File: src/rtl/irpdt_pkg.sv
// ----------------------------------------------------------------------------
// irpdt_pkg
// Shared types and constants of the pulse-distance IR transmitter.
// ----------------------------------------------------------------------------
`default_nettype none

package irpdt_pkg;

  localparam int DEF_QUEUE_DEPTH = 32;
  localparam int DATA_W          = 8;
  localparam int KIND_W          = 2;
  localparam int CFG_IDX_W       = 3;
  localparam int LEVEL_W         = 6;

  localparam logic [KIND_W-1:0] KIND_TICK  = 2'd0;
  localparam logic [KIND_W-1:0] KIND_WRITE = 2'd1;
  localparam logic [KIND_W-1:0] KIND_FLUSH = 2'd2;

  localparam logic [CFG_IDX_W-1:0] REG_BURST      = 3'd0;
  localparam logic [CFG_IDX_W-1:0] REG_ZERO_GAP   = 3'd1;
  localparam logic [CFG_IDX_W-1:0] REG_ONE_GAP    = 3'd2;
  localparam logic [CFG_IDX_W-1:0] REG_START      = 3'd3;
  localparam logic [CFG_IDX_W-1:0] REG_POST_START = 3'd4;

  localparam logic [DATA_W-1:0] RST_BURST      = 8'd40;
  localparam logic [DATA_W-1:0] RST_ZERO_GAP   = 8'd47;
  localparam logic [DATA_W-1:0] RST_ONE_GAP    = 8'd124;
  localparam logic [DATA_W-1:0] RST_START      = 8'd255;
  localparam logic [DATA_W-1:0] RST_POST_START = 8'd200;
  localparam logic [DATA_W-1:0] IDLE_GAP       = 8'd255;

  localparam logic [2:0] PHASE_START = 3'd1;
  localparam logic [2:0] PHASE_BURST = 3'd5;

  typedef enum logic [1:0] {
    OP_TICK,
    OP_WRITE,
    OP_FLUSH,
    OP_NOP
  } op_t;

  typedef struct packed {
    op_t               op;
    logic [DATA_W-1:0] data;
  } cmd_t;

endpackage

`default_nettype wire

File: src/rtl/irpdt_if.sv
// ----------------------------------------------------------------------------
// irpdt interfaces
// Valid/ready channels for input items and result items.
// ----------------------------------------------------------------------------
`default_nettype none

interface irpdt_in_if;
  logic                              valid;
  logic                              ready;
  logic [irpdt_pkg::KIND_W-1:0]      kind;
  logic [irpdt_pkg::DATA_W-1:0]      data_byte;

  modport source (output valid, output kind, output data_byte, input ready);
  modport sink   (input valid, input kind, input data_byte, output ready);
endinterface

interface irpdt_out_if;
  logic                              valid;
  logic                              ready;
  logic                              carrier_on;
  logic [2:0]                        phase;
  logic [irpdt_pkg::LEVEL_W-1:0]     queue_level;
  logic                              write_dropped;
  logic                              frame_active;

  modport source (output valid, output carrier_on, output phase, output queue_level,
                  output write_dropped, output frame_active, input ready);
  modport sink   (input valid, input carrier_on, input phase, input queue_level,
                  input write_dropped, input frame_active, output ready);
endinterface

`default_nettype wire

File: src/rtl/irpdt_front.sv
// ----------------------------------------------------------------------------
// irpdt_front
// Accepts input items, decodes the kind into a command and holds it in a
// two-entry command queue for the engine.
// ----------------------------------------------------------------------------
`default_nettype none

module irpdt_front (
  input  wire logic            clk,
  input  wire logic            rst,
  irpdt_in_if.sink             items,
  output irpdt_pkg::cmd_t      cmd,
  output logic                 cmd_valid,
  input  wire logic            cmd_ready
);

  irpdt_pkg::cmd_t q [2];
  logic            wr_ptr;
  logic            rd_ptr;
  logic [1:0]      cnt;
  irpdt_pkg::cmd_t decoded;
  logic            push;
  logic            pop;

  always_comb begin
    decoded.data = items.data_byte;
    case (items.kind)
      irpdt_pkg::KIND_TICK:  decoded.op = irpdt_pkg::OP_TICK;
      irpdt_pkg::KIND_WRITE: decoded.op = irpdt_pkg::OP_WRITE;
      irpdt_pkg::KIND_FLUSH: decoded.op = irpdt_pkg::OP_FLUSH;
      default:               decoded.op = irpdt_pkg::OP_NOP;
    endcase
  end

  assign items.ready = (cnt != 2'd2);
  assign push        = items.valid && items.ready;
  assign cmd_valid   = (cnt != 2'd0);
  assign pop         = cmd_valid && cmd_ready;
  assign cmd         = q[rd_ptr];

  always_ff @(posedge clk) begin
    if (push) begin
      q[wr_ptr] <= decoded;
    end
  end

  always_ff @(posedge clk) begin
    if (rst) begin
      wr_ptr <= 1'b0;
      rd_ptr <= 1'b0;
      cnt    <= 2'd0;
    end else begin
      if (push) begin
        wr_ptr <= ~wr_ptr;
      end
      if (pop) begin
        rd_ptr <= ~rd_ptr;
      end
      case ({push, pop})
        2'b10:   cnt <= cnt + 2'd1;
        2'b01:   cnt <= cnt - 2'd1;
        default: cnt <= cnt;
      endcase
    end
  end

endmodule

`default_nettype wire

File: src/rtl/irpdt_engine.sv
// ----------------------------------------------------------------------------
// irpdt_engine
// Runs the commands: byte FIFO, tick counter and frame sequencer, with the
// duration registers and a registered result stage.
// ----------------------------------------------------------------------------
`default_nettype none

module irpdt_engine #(
  parameter int QUEUE_DEPTH = irpdt_pkg::DEF_QUEUE_DEPTH
) (
  input  wire logic                              clk,
  input  wire logic                              rst,
  input  wire irpdt_pkg::cmd_t                   cmd,
  input  wire logic                              cmd_valid,
  output logic                                   cmd_ready,
  input  wire logic                              cfg_wr_en,
  input  wire logic [irpdt_pkg::CFG_IDX_W-1:0]   cfg_index,
  input  wire logic [irpdt_pkg::DATA_W-1:0]      cfg_data,
  irpdt_out_if.source                            results
);

  localparam int QAW = (QUEUE_DEPTH > 1) ? $clog2(QUEUE_DEPTH) : 1;
  localparam int QCW = $clog2(QUEUE_DEPTH + 1);
  localparam logic [QAW-1:0] LAST_ADDR = QAW'(QUEUE_DEPTH - 1);
  localparam logic [QCW-1:0] FULL_CNT  = QCW'(QUEUE_DEPTH);

  typedef enum logic [2:0] {
    PH_OFF   = 3'd0,
    PH_START = 3'd1,
    PH_POST  = 3'd2,
    PH_ZERO  = 3'd3,
    PH_ONE   = 3'd4,
    PH_BURST = 3'd5,
    PH_END   = 3'd6
  } phase_t;

  typedef struct packed {
    logic [irpdt_pkg::DATA_W-1:0] burst;
    logic [irpdt_pkg::DATA_W-1:0] zero_gap;
    logic [irpdt_pkg::DATA_W-1:0] one_gap;
    logic [irpdt_pkg::DATA_W-1:0] start;
    logic [irpdt_pkg::DATA_W-1:0] post_start;
  } cfg_t;

  typedef struct packed {
    logic                          carrier_on;
    logic [2:0]                    phase;
    logic [irpdt_pkg::LEVEL_W-1:0] queue_level;
    logic                          write_dropped;
    logic                          frame_active;
  } result_t;

  logic [irpdt_pkg::DATA_W-1:0] mem [QUEUE_DEPTH];
  logic [irpdt_pkg::DATA_W-1:0] rd_data;

  cfg_t         cfg;
  phase_t       phase, phase_next;
  logic [7:0]   tick_count, tick_count_next;
  logic         carrier, carrier_next;
  logic         complete, complete_next;
  logic [2:0]   bit_index, bit_index_next;
  logic [7:0]   shift_byte, shift_byte_next;
  logic [QAW-1:0] head, head_next, tail, tail_next;
  logic [QCW-1:0] count, count_next;
  logic         dropped;
  logic         mem_we;
  logic         exec;
  logic         res_valid;
  result_t      res;
  logic [QCW+irpdt_pkg::LEVEL_W-1:0] level_ext;

  assign cmd_ready = !res_valid || results.ready;
  assign exec      = cmd_valid && cmd_ready;

  always_comb begin
    phase_t sym;
    logic   bit_val;
    phase_next      = phase;
    tick_count_next = tick_count;
    carrier_next    = carrier;
    complete_next   = complete;
    bit_index_next  = bit_index;
    shift_byte_next = shift_byte;
    head_next       = head;
    tail_next       = tail;
    count_next      = count;
    dropped         = 1'b0;
    mem_we          = 1'b0;
    sym             = PH_OFF;
    bit_val         = 1'b0;
    if (exec) begin
      case (cmd.op)
        irpdt_pkg::OP_TICK: begin
          if (tick_count != 8'd0) begin
            tick_count_next = tick_count - 8'd1;
          end else begin
            case (phase)
              PH_POST, PH_ZERO, PH_ONE: begin
                phase_next      = PH_BURST;
                carrier_next    = 1'b1;
                tick_count_next = cfg.burst;
              end
              PH_BURST, PH_OFF: begin
                if (complete) begin
                  if (count == '0) begin
                    sym = PH_OFF;
                  end else begin
                    complete_next  = 1'b0;
                    bit_index_next = 3'd0;
                    sym            = PH_START;
                  end
                end else if (bit_index != 3'd0) begin
                  bit_index_next = bit_index - 3'd1;
                  bit_val        = shift_byte[bit_index_next];
                  sym            = bit_val ? PH_ONE : PH_ZERO;
                end else if (count != '0) begin
                  shift_byte_next = rd_data;
                  bit_index_next  = 3'd7;
                  head_next       = (head == LAST_ADDR) ? '0 : head + 1'b1;
                  count_next      = count - 1'b1;
                  bit_val         = rd_data[7];
                  sym             = bit_val ? PH_ONE : PH_ZERO;
                end else begin
                  complete_next = 1'b1;
                  sym           = PH_END;
                end
                phase_next = sym;
                case (sym)
                  PH_ZERO: begin
                    tick_count_next = cfg.zero_gap;
                    carrier_next    = 1'b0;
                  end
                  PH_ONE: begin
                    tick_count_next = cfg.one_gap;
                    carrier_next    = 1'b0;
                  end
                  PH_START: begin
                    tick_count_next = cfg.start;
                    carrier_next    = 1'b1;
                  end
                  default: begin
                    tick_count_next = irpdt_pkg::IDLE_GAP;
                    carrier_next    = 1'b0;
                  end
                endcase
              end
              PH_START, PH_END: begin
                carrier_next    = 1'b0;
                tick_count_next = cfg.post_start;
                phase_next      = (phase == PH_START) ? PH_POST : PH_OFF;
              end
              default: begin
              end
            endcase
          end
        end
        irpdt_pkg::OP_WRITE: begin
          if (count >= FULL_CNT) begin
            dropped = 1'b1;
          end else begin
            mem_we     = 1'b1;
            tail_next  = (tail == LAST_ADDR) ? '0 : tail + 1'b1;
            count_next = count + 1'b1;
          end
        end
        irpdt_pkg::OP_FLUSH: begin
          head_next     = '0;
          tail_next     = '0;
          count_next    = '0;
          complete_next = 1'b1;
        end
        default: begin
        end
      endcase
    end
  end

  assign level_ext = {{irpdt_pkg::LEVEL_W{1'b0}}, count_next};

  // memory with head prefetch; a write landing on the next head is forwarded
  always_ff @(posedge clk) begin
    if (mem_we) begin
      mem[tail] <= cmd.data;
    end
    if (mem_we && (tail == head_next)) begin
      rd_data <= cmd.data;
    end else begin
      rd_data <= mem[head_next];
    end
  end

  always_ff @(posedge clk) begin
    if (rst) begin
      cfg.burst      <= irpdt_pkg::RST_BURST;
      cfg.zero_gap   <= irpdt_pkg::RST_ZERO_GAP;
      cfg.one_gap    <= irpdt_pkg::RST_ONE_GAP;
      cfg.start      <= irpdt_pkg::RST_START;
      cfg.post_start <= irpdt_pkg::RST_POST_START;
      phase          <= PH_OFF;
      tick_count     <= 8'd0;
      carrier        <= 1'b0;
      complete       <= 1'b1;
      bit_index      <= 3'd0;
      shift_byte     <= 8'd0;
      head           <= '0;
      tail           <= '0;
      count          <= '0;
      res_valid      <= 1'b0;
    end else begin
      if (cfg_wr_en) begin
        case (cfg_index)
          irpdt_pkg::REG_BURST:      cfg.burst      <= cfg_data;
          irpdt_pkg::REG_ZERO_GAP:   cfg.zero_gap   <= cfg_data;
          irpdt_pkg::REG_ONE_GAP:    cfg.one_gap    <= cfg_data;
          irpdt_pkg::REG_START:      cfg.start      <= cfg_data;
          irpdt_pkg::REG_POST_START: cfg.post_start <= cfg_data;
          default: begin
          end
        endcase
      end
      phase      <= phase_next;
      tick_count <= tick_count_next;
      carrier    <= carrier_next;
      complete   <= complete_next;
      bit_index  <= bit_index_next;
      shift_byte <= shift_byte_next;
      head       <= head_next;
      tail       <= tail_next;
      count      <= count_next;
      if (exec) begin
        res_valid <= 1'b1;
      end else if (results.ready) begin
        res_valid <= 1'b0;
      end
    end
    if (exec) begin
      res.carrier_on    <= carrier_next;
      res.phase         <= phase_next;
      res.queue_level   <= level_ext[irpdt_pkg::LEVEL_W-1:0];
      res.write_dropped <= dropped;
      res.frame_active  <= !complete_next;
    end
  end

  assign results.valid         = res_valid;
  assign results.carrier_on    = res.carrier_on;
  assign results.phase         = res.phase;
  assign results.queue_level   = res.queue_level;
  assign results.write_dropped = res.write_dropped;
  assign results.frame_active  = res.frame_active;

endmodule

`default_nettype wire

File: src/rtl/ir_pulse_distance_transmitter_unit.sv
// ----------------------------------------------------------------------------
// ir_pulse_distance_transmitter_unit
// Tick-driven pulse-distance IR transmitter with a byte FIFO.
//
//   channel   dir  handshake               payload
//   items     in   valid/ready             kind, data_byte
//   results   out  valid/ready             carrier_on, phase, queue_level,
//                                          write_dropped, frame_active
//   config    in   cfg_wr_en (no stall)    cfg_index, cfg_data
//
// One item per clock sustained while results are taken; a result passes the
// command queue stage, then the engine's result register, after its input transfer.
// The engine's single update path sets the rate: one command per unstalled cycle.
// Reset is synchronous; no clearing pass, the FIFO store is read only after
// being written.
// A stalled result holds the engine; the two-entry command queue keeps the
// input accepting until it holds two items.
// ----------------------------------------------------------------------------
`default_nettype none

module ir_pulse_distance_transmitter_unit #(
  parameter int QUEUE_DEPTH = irpdt_pkg::DEF_QUEUE_DEPTH
) (
  input  wire logic                              clk,
  input  wire logic                              rst,
  irpdt_in_if.sink                               items,
  irpdt_out_if.source                            results,
  input  wire logic                              cfg_wr_en,
  input  wire logic [irpdt_pkg::CFG_IDX_W-1:0]   cfg_index,
  input  wire logic [irpdt_pkg::DATA_W-1:0]      cfg_data
);

  irpdt_pkg::cmd_t cmd;
  logic            cmd_valid;
  logic            cmd_ready;

  irpdt_front u_front (
    .clk       (clk),
    .rst       (rst),
    .items     (items),
    .cmd       (cmd),
    .cmd_valid (cmd_valid),
    .cmd_ready (cmd_ready)
  );

  irpdt_engine #(
    .QUEUE_DEPTH (QUEUE_DEPTH)
  ) u_engine (
    .clk       (clk),
    .rst       (rst),
    .cmd       (cmd),
    .cmd_valid (cmd_valid),
    .cmd_ready (cmd_ready),
    .cfg_wr_en (cfg_wr_en),
    .cfg_index (cfg_index),
    .cfg_data  (cfg_data),
    .results   (results)
  );

endmodule

`default_nettype wire

File: src/flat_wrapper.sv
// flat-port wrapper written by rule: the top's interface ports become plain ports
module ir_pulse_distance_transmitter_unit_flat 
#(
  parameter int QUEUE_DEPTH = irpdt_pkg::DEF_QUEUE_DEPTH
)
  (clk, rst, cfg_wr_en, cfg_index, cfg_data, items_valid, items_kind, items_data_byte, items_ready, results_valid, results_carrier_on, results_phase, results_queue_level, results_write_dropped, results_frame_active, results_ready);
  irpdt_in_if items_i ();
  irpdt_out_if results_i ();
  input  wire logic clk;
  input  wire logic rst;
  input  wire logic cfg_wr_en;
  input  wire logic [irpdt_pkg::CFG_IDX_W-1:0] cfg_index;
  input  wire logic [irpdt_pkg::DATA_W-1:0] cfg_data;
  input wire logic [$bits(items_i.valid)-1:0] items_valid;
  input wire logic [$bits(items_i.kind)-1:0] items_kind;
  input wire logic [$bits(items_i.data_byte)-1:0] items_data_byte;
  output wire logic [$bits(items_i.ready)-1:0] items_ready;
  output wire logic [$bits(results_i.valid)-1:0] results_valid;
  output wire logic [$bits(results_i.carrier_on)-1:0] results_carrier_on;
  output wire logic [$bits(results_i.phase)-1:0] results_phase;
  output wire logic [$bits(results_i.queue_level)-1:0] results_queue_level;
  output wire logic [$bits(results_i.write_dropped)-1:0] results_write_dropped;
  output wire logic [$bits(results_i.frame_active)-1:0] results_frame_active;
  input wire logic [$bits(results_i.ready)-1:0] results_ready;
  assign items_i.valid = items_valid;
  assign items_i.kind = items_kind;
  assign items_i.data_byte = items_data_byte;
  assign items_ready = items_i.ready;
  assign results_valid = results_i.valid;
  assign results_carrier_on = results_i.carrier_on;
  assign results_phase = results_i.phase;
  assign results_queue_level = results_i.queue_level;
  assign results_write_dropped = results_i.write_dropped;
  assign results_frame_active = results_i.frame_active;
  assign results_i.ready = results_ready;
  ir_pulse_distance_transmitter_unit #(.QUEUE_DEPTH(QUEUE_DEPTH)) u_core (.clk(clk), .rst(rst), .items(items_i), .results(results_i), .cfg_wr_en(cfg_wr_en), .cfg_index(cfg_index), .cfg_data(cfg_data));
endmodule
File: config.mk
export PLATFORM = sky130hd
export DESIGN_NAME = ir_pulse_distance_transmitter_unit_flat
export DESIGN_NICKNAME = d
export VERILOG_FILES = /design/src/rtl/irpdt_pkg.sv /design/src/rtl/irpdt_if.sv /design/src/rtl/irpdt_front.sv /design/src/rtl/irpdt_engine.sv /design/src/rtl/ir_pulse_distance_transmitter_unit.sv /design/src/flat_wrapper.sv
export SDC_FILE = /design/constraint.sdc
export NUM_CORES = 1
export LEC_CHECK = 0
export BUFFER_PORTS_ARGS = -buffer_cell sky130_fd_sc_hd__buf_4
export CAP_MARGIN = 20
export CORE_ASPECT_RATIO = 0.75
export CORE_MARGIN = 2
export CORE_UTILIZATION = 53
export CTS_CLUSTER_DIAMETER = 80
export DETAILED_ROUTE_END_ITERATION = 8
export HOLD_SLACK_MARGIN = 0.03
export PLACE_DENSITY = 0.8
export RECOVER_POWER = 25
export SLEW_MARGIN = 20
export SYNTH_ARGS = -nofsm -noshare
export SYNTH_HDL_FRONTEND = slang
export SYNTH_SLANG_ARGS = --single-unit
File: constraint.sdc
create_clock -name clk -period 2.25 [get_ports clk]
set_input_delay 0.3375 -clock clk [delete_from_list [all_inputs] [get_ports clk]]
set_output_delay 0.3375 -clock clk [all_outputs]
set_load 0.02 [all_outputs]
==> results.md, run 1 <==
- Total Routing Usage GR: 0.259
- Yosys cell types: 69
- TritonRoute pass-1 iters: 6
- Final hold slack: approximately 66 ps
- Max-slew headroom: 0.474
- Post-synth EDFFs: ~290
- Starting Density: 0.540
- Worst-path clk slew: approximately 60 ps
- DRC errors left: 0
- Ant diodes: 0
- Avg Inst Size Synth: between 10 and 15 um^2
- Area delta synth->final: 24.4%
- Yosys top cell by area: edfxtp_1
- VDD IR max: about 1000 uV
- Remaining Overflow, GRT: 0
- Final Slew Violations: 0
- Total power draw: approximately 19 mW
- Slack of the critical path: -237 ps
- Initial antenna violation count: 0
- Die width: between 200 and 250 um
- Post-Layout Cell Count: between 1.5k and 2k
- Async SR Flop Fraction: 0
- CTS tree: done
- RSZ-0062 raised after global routing: true
- I/O pin count: 40
- Nets: 1321
- Post-Place Worst Slack: -346 ps
- Flops & latches, synth: around 380
- Final period util: 1.11
- Pwr/cell area: between 900 and 1000 nW/um^2
- DIE AREA: around 31000 um^2
- Routed wire per std cell: 23.7 um
- Synth Instances: ~1.1k
- Yosys top cell area share: 0.549
- Routed Antenna Nets: 0
- Leakage: around 6.7 nW
- Mapped Area: ~16000 um^2
- Top-count cell post-synth: edfxtp_1
- CP Data Required Time: around 2700 ps
- Hold Path Class: input port to flop
- Clock Skew: 21.0 ps
- Period minus WS final: around 2500 ps
- CTS H-tree depth: 2
- Vias in the first global route: ~10k
- TritonCTS Sinks: 379
- Fillers: around 1.9k
- Synth Warn #: 0
- Hpwl dp: ~25 mm
- First-pass GRT wire length: 60.9 mm
- Inst Count DP: around 1.6k
- Worst-path cell chain: inv_2, ha_4, mux4_2, mux2i_1, nor2_2, nor2_2, nand2_2, buf_4, o31ai_4, buf_4, a221oi_2, a2111oi_2
- Syn_nets: approximately 1.1k
- Clock buffer depth: 3
- Sequential area share after synthesis: 0.664
- Synth area leaders: edfxtp_1 55%, dfxtp_1 12%, mux4_2 10%
- Setup TNS Final: -6150 ps
- TritonCTS Buffers: 36
- WL final: around 40 mm
- CP Launch Type: flop
- Clk root buf: clkbuf_16
- Setup Crit Path Kind: flop to flop
- Slowest stage cell, crit path: mux4_2
- Outcome: complete, but fails checks
- Post-DR vias/cell: between 6 and 7
- Worst slew pin tran: roughly 790 ps
- Clock latency on the worst-skew pair: around 530 ps
- Gpl congestion: about 0.93
- Port buffer count: 39
- 1st-iter DRT viols: 1374
- Share of layout cells above drive strength 1: 0.335
- Main synth FF type: edfxtp_1
- Worst setup EP type: flop
- Maximum clock rate: 402 MHz
- Worst-path fanout max: 4
- Synth top cells by count: 288 x edfxtp_1, 111 x nand2_1, 92 x nor2_1
- Failing checks: negative setup slack
- Core area: ~29000 um^2
- Max Cap Viol: 0
- Cell Rows: 54
- Crit-path max cell delay: about 470 ps
- Die height: around 150 um
- Critical path arrival: 2910 ps
- Vias: approximately 10k
- Fin. Hold Viols: 0
- Largest net degree at the start of global routing: 67
- Final-report setup violation count: 51
-- metrics by stage --
step | instance area [um^2] | util
2_1_floorplan | 15800 | -
3_3_place_gp | 17600 | 0.602
5_1_grt | 19600 | 0.672
3_5_place_dp | 17600 | 0.602
6_report | 19600 | 0.672
4_1_cts | 19400 | 0.663
-- critical path: cells and delay by family, from the launching register on --
| kind | cells | cell delay, ps |
|---|---|---|
| muxes | 2 | 660 |
| AOI/OAI and AO/OA | 3 | 410 |
| buffers and inverters | 3 | 370 |
| DFF | 1 | 340 |
| and+or+nand+nor | 3 | 320 |
| adders and majority gates | 1 | 270 |
-- logic make-up after synthesis --
logic type / after synthesis / share of synthesized area
compound gates: 145 / 0.0623
mux: 117 / 0.132
buf+inv: 69 / 0.0201
flops: 379 / 0.664
xor+xnor: 8 / 0.00445
fa+ha+maj: 14 / 0.0111
simple gates: 338 / 0.105
-- per-layer routing --
layer  track usage  routed length [um]  vias to the layer above
li1              -                   -                     4543
met1         0.383               16700                     5243
met2         0.392               18400                      605
met3        0.0567                4180                       91
met4        0.0740                1050                        0
met5             0                   0                        -
-- flip-flops by register name (all words and copies together), names as in the netlist, 6 cells and up, named ones only --
| register | count |
|---|---|
| u_core.u_engine.shift_byte | 8 |
| u_core.u_engine.tick_count | 8 |
| u_core.u_front.q | 20 |
| u_core.u_engine.count | 6 |
| u_core.u_engine.mem | 256 |
| u_core.u_engine.cfg | 40 |
| u_core.u_engine.results.queue_level | 6 |
-- timing repair --
item                                    4_1_cts  5_1_grt
setup buffers                                21        6
gates cloned                                  4        0
resized for setup                            58       59
hold endpoints to repair                     20        0
hold buffers                                 10        0
pin swaps                                    27       23
endpoints found under the setup margin       58      289
-- layout make-up --
type / count / area [um^2] / area share
clock buffers: 47 / 986 / 0.0503
clock inverters: 17 / 174 / 0.00887
inverters: 14 / 55.1 / 0.00281
multi-input cells: 622 / 5380 / 0.275
flip-flops and latches: 379 / 10500 / 0.535
well taps: 392 / 490 / 0.0250
repair buffers: 228 / 2030 / 0.103
-- worst paths after layout --
check	endpoint	slack (ps)	cells past startpoint	start
hold reg to reg	u_core.u_engine.cfg[4]$_SDFFE_PP0P_	460	2	u_core.u_engine.cfg[4]$_SDFFE_PP0P_
setup reg to reg	u_core.u_engine.tick_count[6]$_SDFFE_PP0P_	-240	12	u_core.u_engine.bit_index[1]$_SDFFE_PP0P_
hold / removal	u_core.u_engine.cfg[27]$_SDFFE_PP1P_	70	2	cfg_data[3]
setup / recovery	u_core.u_engine.tick_count[6]$_SDFFE_PP0P_	-240	12	u_core.u_engine.bit_index[1]$_SDFFE_PP0P_
-- where the power goes --
| part | switching, mW | leakage [nW] | total, mW | internal [mW] |
|---|---|---|---|---|
| Combinational | 2.71 | 2.76 | 4.45 | 1.75 |
| Sequential | 0.169 | 3.35 | 8.54 | 8.37 |
| Clock | 2.56 | 0.576 | 6.01 | 3.45 |
-- cells in the final DEF (no fill, tap or decap), types with 9 or more instances in the layout --
cell	n
buf_6	20
nor2b_1	21
edfxtp_1	288
mux4_2	72
ha_1	13
nand3b_1	27
buf_12	13
dfxtp_1	84
o21ai_0	11
a211oi_1	15
clkbuf_1	10
mux2i_1	32
mux2_2	11
dlygate4sd3_1	10
a21oi_1	41
nor3_1	10
nand2_1	103
a22oi_1	9
buf_4	169
nor2_1	87
clkbuf_16	37
nand3_1	17
inv_1	10
Note: power is estimated with default switching activity, not from simulation.
==> run 2: changes to the inputs <==
CTS_BUF_LIST = sky130_fd_sc_hd__clkbuf_4 sky130_fd_sc_hd__clkbuf_8   (was unset)
==> results.md, run 2 (synthesis results as in run 1) <==
- Outcome: complete, but fails checks
- Failing checks: negative setup slack
- Core area: between 20000 and 30000 um^2
- FF-to-FF setup slack: -330 ps
- Port buffer count: 39
- Gpl congestion: 0.927
- Clk root buf: clkbuf_8
- TritonRoute pass-1 iters: 6
- CP Launch Type: flop
- Slack of the critical path: -331 ps
- Hold path startpoint: items_valid
- Final-report setup violation count: 77
- Routed Antenna Nets: 0
- Remaining Overflow, GRT: 0
- Leakage: between 6 and 7 nW
- Max Cap Viol: 0
- Final period util: 1.15
- CP Depth: 11
- Clock Skew: 32.6 ps
- Worst-path cell chain: inv_4, ha_4, mux4_2, mux2i_4, nor2_4, nor2_4, inv_2, o31ai_4, buf_6, a221oi_2, o41ai_1
- Worst-path clk slew: approximately 70 ps
- Flip-flop count of the largest register after layout: between 200 and 300
- Placed Area: between 15000 and 20000 um^2
- Bufs and invs on worst path: 3
- Starting Density: 0.540
- Pwr/cell area: ~930 nW/um^2
- TritonCTS Buffers: 56
- Final Slew Violations: 0
- Top Registers: u_core.u_engine.mem: 256 flops, u_core.u_engine.cfg: 40 flops, u_core.u_front.q: 20 flops
- Final Cell Area: just under 20000 um^2
- 1st-iter DRT viols: between 1k and 1.5k
- Largest net degree at the start of global routing: 67
- Clock buffer depth: 3
- Hpwl dp: about 25 mm
- Total Routing Usage GR: 0.252
- Clock latency on the worst-skew pair: 610 ps
- Max-slew headroom: 0.274
- Setup Crit Path Kind: flop to flop
- Commonest non-fill, non-tap cells in the layout: 288 x edfxtp_1, 154 x buf_4, 104 x nand2_1, 88 x nor2_1, 86 x dfxtp_1
- Cell Rows: between 50 and 60
- Critical path arrival: between 3000 and 4000 ps
- Most used cell, CP: nor2_4
- Layout Utilization: 0.665
- RSZ-0062 raised after global routing: true
- VDD IR max: 1060 uV
- CP top delay family: multiplexers
- Hold path cells: 4
- Routed wire per std cell: ~23 um
- Reg2reg start: u_core.u_engine.bit_index[0]$_SDFFE_PP0P_
- Period minus WS final: 2580 ps
- Die height: between 150 and 200 um
- Worst R2R Path Depth: 11
- Die width: 203 um
- WL final: 39.6 mm
- Crit-path max cell delay: 520 ps
- DIE AREA: 31100 um^2
- Fin. Hold Viols: 0
- Largest Register: u_core.u_engine.mem
- CTS tree: done
- Commonest non-fill, non-tap cell in the layout: edfxtp_1
- Vias: 10.5k
- Worst R2R End: u_core.u_engine.tick_count[4]$_SDFFE_PP0P_
- Hold Path Class: input port to flop
- Initial antenna violation count: 0
- Ant diodes: 0
- Worst-path fanout max: 5
- Slowest stage cell, crit path: mux4_2
- Post-DR vias/cell: 6.03
- Post-Place Worst Slack: -346 ps
- Vias in the first global route: 10.3k
- CTS H-tree depth: 2
- Area delta synth->final: 23.1%
- Total power draw: between 15 and 20 mW
- Final hold slack: ~210 ps
- Nets: 1346
- Hold Path End: u_core.u_front.wr_ptr$_SDFFE_PP0P_
- Maximum clock rate: 388 MHz
- Share of layout cells above drive strength 1: 0.325
- I/O pin count: 40
- TritonCTS Sinks: 379
- Worst slew pin tran: about 1100 ps
- CP Data Required Time: 2730 ps
- Worst setup EP type: flop
- DRC errors left: 0
- First-pass GRT wire length: between 50 and 60 mm
==> run 2: changes by cell type in the layout (fill, tap and decap cells not counted), sizes merged <==
cell and delta:
buf -25, bufinv -3, clkbuf +52, clkinv +10, dlygate4sd3 +9, inv +1
==> run 2: layout make-up <==
cell class / instances / area, um^2
Clock inverter: 25 / 125
Inverter: 14 / 55.1
Timing Repair Buffer: 233 / 1940
Clock buffer: 78 / 961
Multi-Input combinational cell: 622 / 5350
Fill cell: 1916 / 9790
Sequential cell: 379 / 10500
Tap cell: 392 / 490
==> run 2: timing repair <==
item,CTS,global route
hold buffers,19,0
gates cloned,1,1
pin swaps,15,22
gates resized for setup,45,52
setup buffers,10,13
endpoints found under the setup margin,88,143
endpoints found under the hold margin,61,0
==> run 2: tightest hold or removal path: stages <==
cell and delay (ps):
buf_4 110, nand2_1 120, xor2_1 100, nor2_1 80
==> run 2: how the worst max path moves through the flow <==
| stage | end | startpoint |
|---|---|---|
| after floorplan | u_core.u_engine.mem[0][0]$_DFFE_PP_ | u_core.u_engine.results.valid$_SDFFE_PP0P_ |
| after global placement | u_core.u_engine.phase[0]$_SDFF_PP0_ | u_core.u_engine.bit_index[1]$_SDFFE_PP0P_ |
| after detailed placement | u_core.u_engine.phase[0]$_SDFF_PP0_ | u_core.u_engine.bit_index[1]$_SDFFE_PP0P_ |
| after CTS | u_core.u_engine.tick_count[6]$_SDFFE_PP0P_ | u_core.u_engine.bit_index[0]$_SDFFE_PP0P_ |
| after global routing | u_core.u_engine.tick_count[3]$_SDFFE_PP0P_ | u_core.u_engine.bit_index[0]$_SDFFE_PP0P_ |
| final | u_core.u_engine.tick_count[4]$_SDFFE_PP0P_ | u_core.u_engine.bit_index[0]$_SDFFE_PP0P_ |
==> run 2: through the flow <==
| step | std cells | TNS (ps) |
|---|---|---|
| after floorplan | 1070 | -24540 |
| after global placement | 1596 | -5260 |
| after detailed placement | 1596 | -7970 |
| after CTS | 1729 | -3340 |
| after global routing | 1743 | -24930 |
| final | 1743 | -7220 |
==> run 2: routing by layer <==
layer | GRT usage | vias up | share of wire
li1 | - | 4613 | -
met1 | 0.375 | 5156 | 0.41
met2 | 0.364 | 639 | 0.44
met3 | 0.0680 | 104 | 0.12
met4 | 0.0765 | 0 | 0.031
met5 | 0 | - | 0
==> run 2: where the power goes <==
part	internal (mW)	switching [mW]	total (mW)
registers	8.37	0.162	8.53
logic	1.53	2.62	4.15
clock network	2.77	2.65	5.42
total	12.7	5.43	18.1
